===== config.mk =====
export PLATFORM = sky130hd
export DESIGN_NAME = poefk_mulq
export DESIGN_NICKNAME = d
export VERILOG_FILES = /design/src/rtl/poefk_pkg.sv /design/src/rtl/poefk_mulq.sv
export SDC_FILE = /design/constraint.sdc
export NUM_CORES = 2
export LEC_CHECK = 0
export ABC_AREA = 0
export BUFFER_PORTS_ARGS = -buffer_cell sky130_fd_sc_hd__buf_2
export CAP_MARGIN = 20
export CORE_ASPECT_RATIO = 0.5
export CORE_UTILIZATION = 30
export DETAILED_ROUTE_END_ITERATION = 10
export PLACE_DENSITY = 0.44
export SYNTH_ARGS = -nofsm -noshare
export SYNTH_HDL_FRONTEND = slang
export SYNTH_SLANG_ARGS = --single-unit

===== constraint.sdc =====
create_clock -name clk -period 5.6 [get_ports clk]
set_input_delay 0.56 -clock clk [delete_from_list [all_inputs] [get_ports clk]]
set_output_delay 0.56 -clock clk [all_outputs]
set_load 0.1 [all_outputs]

===== src/rtl/poefk_pkg.sv =====
// ----------------------------------------------------------------------------
// poefk_pkg: shared types, constants and arithmetic helpers
// Word format, CORDIC tables and saturating arithmetic for the space-frame
// product-of-exponentials forward kinematics block.
// ----------------------------------------------------------------------------
`timescale 1ns / 1ps
`default_nettype none

package poefk_pkg;

    localparam int WORD_BITS   = 32;
    localparam int FRAC_BITS   = 28;
    localparam int CORDIC_ITER = FRAC_BITS + 2;
    localparam int ITER_BITS   = $clog2(CORDIC_ITER);
    localparam int ANG_BITS    = WORD_BITS + 2;
    localparam int Q60_SHIFT   = 60 - FRAC_BITS;

    // stream packing
    localparam int IN_DATA_BITS  = 232;
    localparam int OUT_DATA_BITS = 4 * WORD_BITS;

    typedef logic signed [WORD_BITS-1:0] word_t;
    typedef logic signed [ANG_BITS-1:0]  ang_t;
    typedef logic signed [63:0]          q60_t;
    typedef logic [CORDIC_ITER-1:0][63:0] atan_tab_t;

    localparam q60_t PI_Q60 = 64'sh3243F6A8885A308D;

    localparam q60_t  WMAX_Q = (64'sd1 <<< (WORD_BITS - 1)) - 64'sd1;
    localparam q60_t  WMIN_Q = -WMAX_Q - 64'sd1;
    localparam word_t WMAX_W = word_t'(WMAX_Q);
    localparam word_t WMIN_W = ~WMAX_W;
    localparam word_t ZERO_W = '0;
    localparam word_t ONE_W  = word_t'(64'sd1 <<< FRAC_BITS);

    localparam longint EPS_RAW = ((64'sd1 <<< FRAC_BITS) + 64'sd500000) / 64'sd1000000;
    localparam word_t  EPS_W   = (EPS_RAW < 1) ? word_t'(1) : word_t'(EPS_RAW);

    // Q60 value to word: round half up, then saturate
    function automatic word_t q60_round(q60_t v);
        q60_t t;
        t = (v + (64'sd1 <<< (Q60_SHIFT - 1))) >>> Q60_SHIFT;
        if (t > WMAX_Q)
            return WMAX_W;
        if (t < WMIN_Q)
            return WMIN_W;
        return t[WORD_BITS-1:0];
    endfunction

    localparam word_t TWO_PI_W  = q60_round(PI_Q60 <<< 1);
    localparam word_t PI_W      = q60_round(PI_Q60);
    localparam word_t HALF_PI_W = q60_round(PI_Q60 >>> 1);

    function automatic word_t sat_add(word_t a, word_t b);
        logic [WORD_BITS:0] s;
        s = {a[WORD_BITS-1], a} + {b[WORD_BITS-1], b};
        if (s[WORD_BITS] != s[WORD_BITS-1])
            return s[WORD_BITS] ? WMIN_W : WMAX_W;
        return s[WORD_BITS-1:0];
    endfunction

    function automatic word_t sat_sub(word_t a, word_t b);
        logic [WORD_BITS:0] s;
        s = {a[WORD_BITS-1], a} - {b[WORD_BITS-1], b};
        if (s[WORD_BITS] != s[WORD_BITS-1])
            return s[WORD_BITS] ? WMIN_W : WMAX_W;
        return s[WORD_BITS-1:0];
    endfunction

    // floor of a non-negative numerator over a positive denominator,
    // restoring shift and subtract, elaboration only
    function automatic longint div_floor(longint num, longint den);
        logic [63:0] r;
        logic [63:0] q;
        logic [63:0] n;
        logic [63:0] d;
        n = num;
        d = den;
        r = '0;
        q = '0;
        for (int b = 63; b >= 0; b--)
        begin
            r = {r[62:0], n[b]};
            if (r >= d)
            begin
                r    = r - d;
                q[b] = 1'b1;
            end
        end
        return longint'(q);
    endfunction

    // arctangent table from the alternating series, evaluated at elaboration
    function automatic atan_tab_t make_atan_tab();
        atan_tab_t tab;
        longint    sum;
        longint    term;
        int        e;
        tab    = '0;
        tab[0] = PI_Q60 >>> 2;
        for (int i = 1; i < CORDIC_ITER; i++)
        begin
            sum = 0;
            for (int k = 0; k < 64; k++)
            begin
                e = 60 - i * (2 * k + 1);
                if (e >= 0)
                begin
                    term = div_floor(64'sd1 <<< e, longint'(2 * k + 1));
                    sum  = ((k & 1) == 1) ? sum - term : sum + term;
                end
            end
            tab[i] = sum;
        end
        return tab;
    endfunction

    localparam atan_tab_t ATAN_TAB = make_atan_tab();

    // start value: floor(2^120 / x), x the CORDIC gain in Q60, i.e. 1/gain in Q60
    function automatic q60_t make_kinv();
        q60_t        x;
        q60_t        y;
        q60_t        z;
        q60_t        dx;
        q60_t        dy;
        logic [63:0] d;
        logic [63:0] r;
        logic [63:0] q;
        x = 64'sd1 <<< 60;
        y = '0;
        z = '0;
        for (int i = 0; i < CORDIC_ITER; i++)
        begin
            dx = y >>> i;
            dy = x >>> i;
            if (z >= 0)
            begin
                x = x - dx;
                y = y + dy;
                z = z - q60_t'(ATAN_TAB[i]);
            end
            else
            begin
                x = x + dx;
                y = y - dy;
                z = z + q60_t'(ATAN_TAB[i]);
            end
        end
        d = x;
        r = '0;
        q = '0;
        for (int b = 120; b >= 0; b--)
        begin
            r = {r[62:0], (b == 120) ? 1'b1 : 1'b0};
            if (r >= d)
            begin
                r = r - d;
                if (b < 64)
                    q[b] = 1'b1;
            end
        end
        return q60_t'(q);
    endfunction

    localparam q60_t KINV_Q60 = make_kinv();

endpackage

`default_nettype wire


===== src/rtl/poefk_mulq.sv =====
// ----------------------------------------------------------------------------
// poefk_mulq: rounding, saturating fixed-point multiplier
// Two stages: magnitude product, then round half away from zero and clamp.
// ----------------------------------------------------------------------------
`timescale 1ns / 1ps
`default_nettype none

module poefk_mulq (
    input  wire              clk,
    input  wire              rst_n,
    input  wire              in_valid,
    input  poefk_pkg::word_t a,
    input  poefk_pkg::word_t b,
    output logic             out_valid,
    output poefk_pkg::word_t res
);
    import poefk_pkg::*;

    localparam int PW = 2 * WORD_BITS;
    localparam logic [PW-1:0] ROUND_K = PW'(1) << (FRAC_BITS - 1);
    localparam logic [PW-1:0] LIM_POS = PW'(WMAX_Q);

    logic [WORD_BITS-1:0] ua;
    logic [WORD_BITS-1:0] ub;
    logic [PW-1:0]        mag_reg;
    logic                 neg_reg;
    logic                 v1_reg;
    logic [PW-1:0]        mag_rnd;
    logic [PW-1:0]        lim;
    logic [PW-1:0]        msat;
    logic [WORD_BITS-1:0] rv;
    word_t                res_next;

    always_comb
    begin
        ua       = a[WORD_BITS-1] ? (~a + 1'b1) : a;
        ub       = b[WORD_BITS-1] ? (~b + 1'b1) : b;
        mag_rnd  = (mag_reg + ROUND_K) >> FRAC_BITS;
        lim      = LIM_POS + PW'(neg_reg);
        msat     = (mag_rnd > lim) ? lim : mag_rnd;
        rv       = msat[WORD_BITS-1:0];
        res_next = neg_reg ? word_t'(~rv + 1'b1) : word_t'(rv);
    end

    always_ff @(posedge clk or negedge rst_n)
    begin
        if (!rst_n)
        begin
            v1_reg    <= 1'b0;
            out_valid <= 1'b0;
            mag_reg   <= '0;
            neg_reg   <= 1'b0;
            res       <= '0;
        end
        else
        begin
            v1_reg    <= in_valid;
            out_valid <= v1_reg;
            mag_reg   <= PW'(ua) * PW'(ub);
            neg_reg   <= a[WORD_BITS-1] ^ b[WORD_BITS-1];
            res       <= res_next;
        end
    end

endmodule

`default_nettype wire


==> qor.yml <==
setup_viol: 37
critPathLaunch: "a[7]"
cpPeakStageDelay_ps: 590
synth_seq_area_share: 0.0479
wl_per_cell_um: 23.1
hp-start: "in_valid"
drc: 0
hp-class: "in2reg"
track_usage: 0.249
rows: 91
place_congestion: 0.921
startpoint_type: "input port"
die_x_um: 503
drt_iter0_drc: 2530
clock-root-buffer: "clkbuf_16"
synth_top_area_cell: "fa_1"
worst_hold_slack_ps: 311
tightest_slew_ps: 1120
slew_headroom: 0.251
violations: "setup timing"
grt_pass1_wl_um: 230000
grtUsageMet2: 0.389
top_usage_layer: "met2"
grt.met3_usage: 0.0371
fmax_mhz: 102
antenna_found_initial: 8
die_area_um2: 127000
synth_area_um2: 37600
port_buffers: 99
status: "finished, violations left"
synth_top_area_frac: 0.477
grt_overflow: 0
async_flop_share: 1.00
drt-pass1-iter-count: 5
finalHoldViolations: 0
cp_common_cell: "buf_6"
fin_skew_ps: 12.3
r2r-start: "mag_reg[42]"
syn_to_final_growth_pct: 31.8
slew_violations: 0
mostFrequentLayoutCells: "899 x inv_1, 853 x fa_1, 720 x buf_4"
cp_slowest_cell: "or4_4"
arrival_ps: 10050
first_global_vias: 34900
cp-end-kind: "flop"
largest_reg_flops: 37
wirelength_um: 156000
postRouteAntennaNets: 0
crit_type: "in2reg"
clkTransAtPathRegs_ps: 60
design.core.area_um2: 124000
synth-seq-cells: 72
cp.required_ps: 5860
worstPathMaxFanout: 7
viasPerCell: 4.84
synthCells: 4319
cts_tree: "yes"
yosys_warnings: 0
initial_core_util: 0.304
cts_max_path_buffers: 2
syn_area_per_cell_um2: 8.70
cts_buffers: 9
maxCapViolations: 0
ios: 100
fin_crit_sh: 1.75
rsz0062_at_grt: "yes"
period_minus_slack_ps: 9790
synth_flop_cell: "dfrtp_1"
synth.distinct_cells: 81
syn_nets: 5577
vias: 32800
grt_max_degree: 73
layout_commonest_cell: "inv_1"
clock_latency_ps: 360
cts.htree.levels: 3
layout_setup_ws_ps: -4190
gr-usage-met1: 0.361
clock_sinks: 72
synth_edf_count: 0
drive_above_1_share: 0.259
die_h_um: 252
ys_top_cells_by_area: "fa_1 48%, ha_1 9.9%, inv_1 9.2%"
fin_nets: 6351
dp_hpwl_um: 136000
-- repair_timing --
item,4_1_cts,5_1_grt
hold buffers,0,0
pin swaps,108,150
buffers inserted,22,52
resized for setup,159,204
setup endpoints to repair,43,46
-- worst max-delay path, delay by kind of cell --
family	cells	cell delay, ps
AOI/OAI and AO/OA	5	1010
buffers and inverters	10	1180
xor gates and xnor gates	1	190
adders and majority gates	9	4130
and+or+nand+nor	10	2960
-- per-layer routing --
layer	wire [um]	share of wire	vias up
met5	181	0.0012	-
met4	3670	0.023	9
met3	10600	0.068	141
met2	68800	0.44	1117
met1	73100	0.47	17000
li1	-	-	14500
-- Yosys cell counts (all sizes together) (17+ instances only) --
cell and n:
inv 921, fa 895, nor2 610, nand2 556, ha 296, clkbuf 172, xnor2 111, a21oi 102
xor2 79, dfrtp 72, o21ai 72, nand3 44, a21o 42, nor3 42, nand4 27, buf 19
and3 18, nand2b 18, or4 17
-- worst paths after layout --
| kind | end | slack [ps] | cells past startpoint |
|---|---|---|---|
| worst max-delay path | mag_reg[56] | -4190 | 35 |
| max in group asynchronous | mag_reg[42] | 4550 | 1 |
| worst min-delay path | v1_reg | 310 | 1 |
| min in group asynchronous | res[31] | 320 | 1 |
| worst min register to register | out_valid | 360 | 0 |
| worst max register to register | res[26] | 260 | 24 |
-- final cells by class --
class,count,area [um^2]
Antenna cell,2,5.00
Clock inverter,7,83.8
Sequential cell,72,1810
Timing Repair Buffer,954,8180
Clock buffer,9,225
Fill cell,12600,74200
Tap cell,1674,2090
Inverter,921,3460
Multi-Input combinational cell,3135,33700
-- stage by stage --
stage	worst slack, ps	std cells	cell area [um^2]	TNS (ps)	util
final	-4190	6774	49500	-146520	0.400
after global routing	-4380	6772	49500	-152760	0.400
after CTS	-4350	6724	48200	-149560	0.390
after detailed placement	-5550	6690	46900	-173800	0.379
after global placement	-5630	6689	46900	-172860	0.379
after floorplan	-3790	4319	37800	-129550	-
-- kinds of logic (layout without fill, tap and decap cells) --
family                   Yosys count  in the layout  share of synthesized area
buffers and inverters           1112           1891                      0.113
AO/OA/AOI/OAI                    331            331                     0.0570
multiplexers                      14             14                    0.00376
flip-flops                        72             72                     0.0479
XOR/XNOR                         190            190                     0.0447
other                              0              2                          0
AND/OR/NAND/NOR                 1409           1409                      0.159
adder cells (fa/ha/maj)         1191           1191                      0.575
Power is not shown: default switching activity piles up to over one toggle a cycle in this logic, so the estimate is an artifact.
