File: src/rtl/poefk_pkg.sv
// ----------------------------------------------------------------------------
// poefk_pkg: shared types, constants and arithmetic helpers
// Word format, CORDIC tables and saturating arithmetic for the space-frame
// product-of-exponentials forward kinematics block.
// ----------------------------------------------------------------------------
`timescale 1ns / 1ps
`default_nettype none

package poefk_pkg;

    localparam int WORD_BITS   = 32;
    localparam int FRAC_BITS   = 28;
    localparam int CORDIC_ITER = FRAC_BITS + 2;
    localparam int ITER_BITS   = $clog2(CORDIC_ITER);
    localparam int ANG_BITS    = WORD_BITS + 2;
    localparam int Q60_SHIFT   = 60 - FRAC_BITS;

    // stream packing
    localparam int IN_DATA_BITS  = 232;
    localparam int OUT_DATA_BITS = 4 * WORD_BITS;

    typedef logic signed [WORD_BITS-1:0] word_t;
    typedef logic signed [ANG_BITS-1:0]  ang_t;
    typedef logic signed [63:0]          q60_t;
    typedef logic [CORDIC_ITER-1:0][63:0] atan_tab_t;

    localparam q60_t PI_Q60 = 64'sh3243F6A8885A308D;

    localparam q60_t  WMAX_Q = (64'sd1 <<< (WORD_BITS - 1)) - 64'sd1;
    localparam q60_t  WMIN_Q = -WMAX_Q - 64'sd1;
    localparam word_t WMAX_W = word_t'(WMAX_Q);
    localparam word_t WMIN_W = ~WMAX_W;
    localparam word_t ZERO_W = '0;
    localparam word_t ONE_W  = word_t'(64'sd1 <<< FRAC_BITS);

    localparam longint EPS_RAW = ((64'sd1 <<< FRAC_BITS) + 64'sd500000) / 64'sd1000000;
    localparam word_t  EPS_W   = (EPS_RAW < 1) ? word_t'(1) : word_t'(EPS_RAW);

    // Q60 value to word: round half up, then saturate
    function automatic word_t q60_round(q60_t v);
        q60_t t;
        t = (v + (64'sd1 <<< (Q60_SHIFT - 1))) >>> Q60_SHIFT;
        if (t > WMAX_Q)
            return WMAX_W;
        if (t < WMIN_Q)
            return WMIN_W;
        return t[WORD_BITS-1:0];
    endfunction

    localparam word_t TWO_PI_W  = q60_round(PI_Q60 <<< 1);
    localparam word_t PI_W      = q60_round(PI_Q60);
    localparam word_t HALF_PI_W = q60_round(PI_Q60 >>> 1);

    function automatic word_t sat_add(word_t a, word_t b);
        logic [WORD_BITS:0] s;
        s = {a[WORD_BITS-1], a} + {b[WORD_BITS-1], b};
        if (s[WORD_BITS] != s[WORD_BITS-1])
            return s[WORD_BITS] ? WMIN_W : WMAX_W;
        return s[WORD_BITS-1:0];
    endfunction

    function automatic word_t sat_sub(word_t a, word_t b);
        logic [WORD_BITS:0] s;
        s = {a[WORD_BITS-1], a} - {b[WORD_BITS-1], b};
        if (s[WORD_BITS] != s[WORD_BITS-1])
            return s[WORD_BITS] ? WMIN_W : WMAX_W;
        return s[WORD_BITS-1:0];
    endfunction

    // floor of a non-negative numerator over a positive denominator,
    // restoring shift and subtract, elaboration only
    function automatic longint div_floor(longint num, longint den);
        logic [63:0] r;
        logic [63:0] q;
        logic [63:0] n;
        logic [63:0] d;
        n = num;
        d = den;
        r = '0;
        q = '0;
        for (int b = 63; b >= 0; b--)
        begin
            r = {r[62:0], n[b]};
            if (r >= d)
            begin
                r    = r - d;
                q[b] = 1'b1;
            end
        end
        return longint'(q);
    endfunction

    // arctangent table from the alternating series, evaluated at elaboration
    function automatic atan_tab_t make_atan_tab();
        atan_tab_t tab;
        longint    sum;
        longint    term;
        int        e;
        tab    = '0;
        tab[0] = PI_Q60 >>> 2;
        for (int i = 1; i < CORDIC_ITER; i++)
        begin
            sum = 0;
            for (int k = 0; k < 64; k++)
            begin
                e = 60 - i * (2 * k + 1);
                if (e >= 0)
                begin
                    term = div_floor(64'sd1 <<< e, longint'(2 * k + 1));
                    sum  = ((k & 1) == 1) ? sum - term : sum + term;
                end
            end
            tab[i] = sum;
        end
        return tab;
    endfunction

    localparam atan_tab_t ATAN_TAB = make_atan_tab();

    // start value: floor(2^120 / x), x the CORDIC gain in Q60, i.e. 1/gain in Q60
    function automatic q60_t make_kinv();
        q60_t        x;
        q60_t        y;
        q60_t        z;
        q60_t        dx;
        q60_t        dy;
        logic [63:0] d;
        logic [63:0] r;
        logic [63:0] q;
        x = 64'sd1 <<< 60;
        y = '0;
        z = '0;
        for (int i = 0; i < CORDIC_ITER; i++)
        begin
            dx = y >>> i;
            dy = x >>> i;
            if (z >= 0)
            begin
                x = x - dx;
                y = y + dy;
                z = z - q60_t'(ATAN_TAB[i]);
            end
            else
            begin
                x = x + dx;
                y = y - dy;
                z = z + q60_t'(ATAN_TAB[i]);
            end
        end
        d = x;
        r = '0;
        q = '0;
        for (int b = 120; b >= 0; b--)
        begin
            r = {r[62:0], (b == 120) ? 1'b1 : 1'b0};
            if (r >= d)
            begin
                r = r - d;
                if (b < 64)
                    q[b] = 1'b1;
            end
        end
        return q60_t'(q);
    endfunction

    localparam q60_t KINV_Q60 = make_kinv();

endpackage

`default_nettype wire

File: src/rtl/poefk_cordic.sv
// ----------------------------------------------------------------------------
// poefk_cordic: iterative rotation-mode CORDIC
// One rotation per cycle at 60 fraction bits; gives cos in x, sin in y.
// ----------------------------------------------------------------------------
`timescale 1ns / 1ps
`default_nettype none

module poefk_cordic (
    input  wire              clk,
    input  wire              rst_n,
    input  wire              start,
    input  poefk_pkg::ang_t  angle,
    output logic             done,
    output poefk_pkg::q60_t  x_out,
    output poefk_pkg::q60_t  y_out
);
    import poefk_pkg::*;

    logic                 busy_reg;
    logic [ITER_BITS-1:0] iter_reg;
    q60_t                 z_reg;
    q60_t                 dx;
    q60_t                 dy;
    q60_t                 at;

    always_comb
    begin
        dx = y_out >>> iter_reg;
        dy = x_out >>> iter_reg;
        at = q60_t'(ATAN_TAB[iter_reg]);
    end

    always_ff @(posedge clk or negedge rst_n)
    begin
        if (!rst_n)
        begin
            busy_reg <= 1'b0;
            iter_reg <= '0;
            done     <= 1'b0;
            x_out    <= '0;
            y_out    <= '0;
            z_reg    <= '0;
        end
        else
        begin
            done <= 1'b0;
            if (start)
            begin
                busy_reg <= 1'b1;
                iter_reg <= '0;
                x_out    <= KINV_Q60;
                y_out    <= '0;
                z_reg    <= q60_t'(angle) <<< Q60_SHIFT;
            end
            else if (busy_reg)
            begin
                if (z_reg >= 0)
                begin
                    x_out <= x_out - dx;
                    y_out <= y_out + dy;
                    z_reg <= z_reg - at;
                end
                else
                begin
                    x_out <= x_out + dx;
                    y_out <= y_out - dy;
                    z_reg <= z_reg + at;
                end
                if (iter_reg == ITER_BITS'(CORDIC_ITER - 1))
                begin
                    busy_reg <= 1'b0;
                    done     <= 1'b1;
                end
                else
                begin
                    iter_reg <= iter_reg + 1'b1;
                end
            end
        end
    end

endmodule

`default_nettype wire

File: config.mk
export PLATFORM = sky130hd
export DESIGN_NAME = poefk_cordic
export DESIGN_NICKNAME = d
export VERILOG_FILES = /design/src/rtl/poefk_pkg.sv /design/src/rtl/poefk_cordic.sv
export SDC_FILE = /design/constraint.sdc
export NUM_CORES = 1
export LEC_CHECK = 0
export ABC_AREA = 1
export BUFFER_PORTS_ARGS = -buffer_cell sky130_fd_sc_hd__buf_4
export CORE_ASPECT_RATIO = 1.5
export CORE_MARGIN = 2
export CORE_UTILIZATION = 40
export CTS_BUF_LIST = sky130_fd_sc_hd__clkbuf_4 sky130_fd_sc_hd__clkbuf_8 sky130_fd_sc_hd__clkbuf_16
export DETAILED_ROUTE_END_ITERATION = 10
export HOLD_SLACK_MARGIN = 0.06
export PLACE_DENSITY_LB_ADDON = 0.3
export SLEW_MARGIN = 20
export SYNTH_ARGS = -nofsm -noshare
export SYNTH_HDL_FRONTEND = slang
export SYNTH_SLANG_ARGS = --single-unit
File: constraint.sdc
create_clock -name clk -period 6.4 [get_ports clk]
set_input_delay 0.32 -clock clk [delete_from_list [all_inputs] [get_ports clk]]
set_output_delay 0.32 -clock clk [all_outputs]
set_load 0.02 [all_outputs]
==> metrics.yaml <==
hold_start: "angle[28]"
io_pins: 166
cts_root_buf: "clkbuf_16"
stdcell_count: 7510
grt_overflow_total: 0
ys_top_cells_by_area: "nand2_1, dfrtp_1, nand3_1, ha_1, nor2_1"
crit_start: "iter_reg[0]"
clk-insertion-delay-late_ns: 0.57
nets: 6632
synthAdderAreaFrac_pct: 8.50
drt_wl_total_um: 160000
cts_made_buffers: 17
worst_path_max_delay_cell: "nor2_1"
worstRegToRegCells: 28
synth.avg_cell_area_um2: 5.60
synth_compound_gate_area_share_pct: 17.2
drt-initial-drc-count: 4064
tns_ns: 0
synth_top_area_share_pct: 20.7
synthCells: 6088
io_buffers: 163
post_cts_buffers: 0
cap_violations: 0
maxSlewHeadroom_pct: 31.9
ys_ff_latch: 199
rsz0062_at_grt: "false"
min_to: "z_reg[60]"
via_per_inst: 5.65
outcome: "finished, final reports clean"
grt_pass1_vias: 40700
worst-r2r-setup-slack_ns: 0.41
tightest_slew_ns: 1.02
critical_path.max_fanout: 75
critPathCaptureType: "flop"
worstPathRequired_ns: 6.88
via_count: 42400
r2r_start: "iter_reg[0]"
grt_first_pass_wirelength_um: 238000
place_inst: 7463
cts_tree: "done"
critPathBufInv: 9
syn-cell-area_um2: 34100
globalplace.congestion: 1.03
final_hold_viol_count: 0
num_rows: 131
yosys.area_share.simple_pct: 44.4
grt_usage_pct: 35.8
die_y_um: 362
hpwl_um: 130000
drc: 0
synthXorXnorAreaFrac_pct: 5.42
hp-class: "input port to flop"
coreArea_um2: 84700
max_stage_delay_ns: 0.68
dpl_worst_slack_ns: 0.571
ys.flop_type: "dfrtp_1"
start_util_pct: 40.2
die_width_um: 242
max_freq_mhz: 167
die_area_um2: 87700
report.final.slew_viol_count: 0
ys_warn_count: 0
yosysSeqAreaShare_pct: 14.6
wl_per_cell_um: 21.3
first_pass_iters: 6
fin_crit_ns: 5.99
synth_nets: 6355
htree_levels: 4
fin_crit_sh_pct: 93.5
criticalPathCategory: "flop to flop"
crit_arrival_ns: 6.47
synth_top_family_by_area: "simple AND/OR/NAND/NOR gates"
area_delta_synth_final_pct: 13.8
fin_util_pct: 45.8
synth.area.mux_share_pct: 0
setup_ws_ns: 0.414
postRouteAntennaNets: 0
async_flop_share_pct: 100
hold_path_depth: 3
grt_start_max_net_pins: 176
path_delay_family: "buffers and inverters"
clk_path_buf_depth: 2
clock-sinks: 199
drive_gt1_share_pct: 10.2
antenna_found_initial: 4
fin_skew_ns: 0.0170
ys_types: 60
setup_viol: 0
synth-edff-count: 0
cts.reportedPaths.clkPinSlew_ns: 0.08
r2r-end: "z_reg[37]"
synth_top_area_cell: "nand2_1"
cp-start-kind: "flop"
placed cells by master, fill, tap and decap left out, drive strengths merged, types with 4 or more instances in the layout:
| cell | count |
|---|---|
| clkbuf | 17 |
| o22ai | 32 |
| o21a | 21 |
| ha | 227 |
| dlygate4sd3 | 13 |
| o31ai | 25 |
| a31oi | 72 |
| and2 | 8 |
| a32o | 13 |
| or2 | 23 |
| nand3b | 20 |
| inv | 605 |
| nor4 | 28 |
| nor2 | 652 |
| a211oi | 7 |
| clkinv | 13 |
| nand2 | 1906 |
| a21boi | 10 |
| a21o | 39 |
| o21bai | 19 |
| o221ai | 4 |
| nand3 | 842 |
| o2111ai | 4 |
| buf | 465 |
| and3 | 5 |
| xnor2 | 70 |
| o211ai | 22 |
| a221oi | 9 |
| a21oi | 360 |
| nand4 | 40 |
| dfrtp | 199 |
| xor2 | 141 |
| o21ai | 385 |
| nor3 | 64 |
worst max-delay path by stage:
stage	end	cells after the start
after floorplan	z_reg[29]	26
after global placement	x_out[63]	31
after detailed placement	y_out[58]	30
after CTS	y_out[58]	30
after global routing	y_out[62]	28
final	z_reg[37]	28
synthesized netlist by cell type (19+ instances only):
library cell and n:
o21ai_0 355, o22ai_1 32, a31oi_1 72, o211ai_1 21
buf_1 32, clkbuf_1 91, nand3_1 840, nand2_2 20
inv_2 54, xor2_1 141, xnor2_1 70, a21oi_1 360
nand4_1 40, nand3b_1 20, o31ai_1 25, nor2_2 23
o21ai_1 25, nor3_1 58, or2_2 22, nor4_1 28
buf_2 61, inv_1 544, nand2_1 1885, o21bai_1 19
ha_1 227, a21o_1 39, nor2_1 624, o21a_1 20
dfrtp_1 199
layer usage:
layer	track usage [%]	share of wire, %	vias up
li1	-	-	20800
met1	35.6	34	19100
met2	62.9	48	1845
met3	5.82	6.0	665
met4	34.8	11	6
met5	0	0.027	-
through the flow:
stage	instance area, um^2	hold slack [ns]
after CTS	38800	0.0602
after detailed placement	38100	0.402
after floorplan	34100	0.0244
after global placement	38100	0.380
final	38800	0.0877
after global routing	38800	0.0965
timing repair:
action,4_1_cts,5_1_grt
setup endpoints to repair,0,10
hold buffers,13,0
endpoints found under the hold margin,94,0
resized for setup,0,1
cell families (layout without fill, tap and decap cells):
logic type      count (synthesis)  in the layout
buf+inv                       826           1116
flops                         199            199
simple gates                 3589           3589
other cells                     0              2
fa+ha+maj                     230            230
compound gates               1033           1033
xor+xnor                      211            211
final cells by class:
cell class,instances,area [um^2]
Clock inverter,15,168
Sequential cell,199,5000
Inverter,606,2280
Multi-Input combinational cell,5063,25800
Fill cell,9458,45900
Antenna cell,2,5.00
Clock buffer,17,425
Tap cell,1130,1410
Timing Repair Buffer,478,3740
worst register-to-register path: cells and delay by family, from the launching register on:
family	cells	cell delay, ns
simple gates	9	1.49
buf+inv	9	1.57
fa+ha+maj	2	0.64
xor+xnor	2	0.39
compound gates	6	1.27
flops	1	0.57
Power is not shown: default switching activity piles up to over one toggle a cycle in this logic, so the estimate is an artifact.
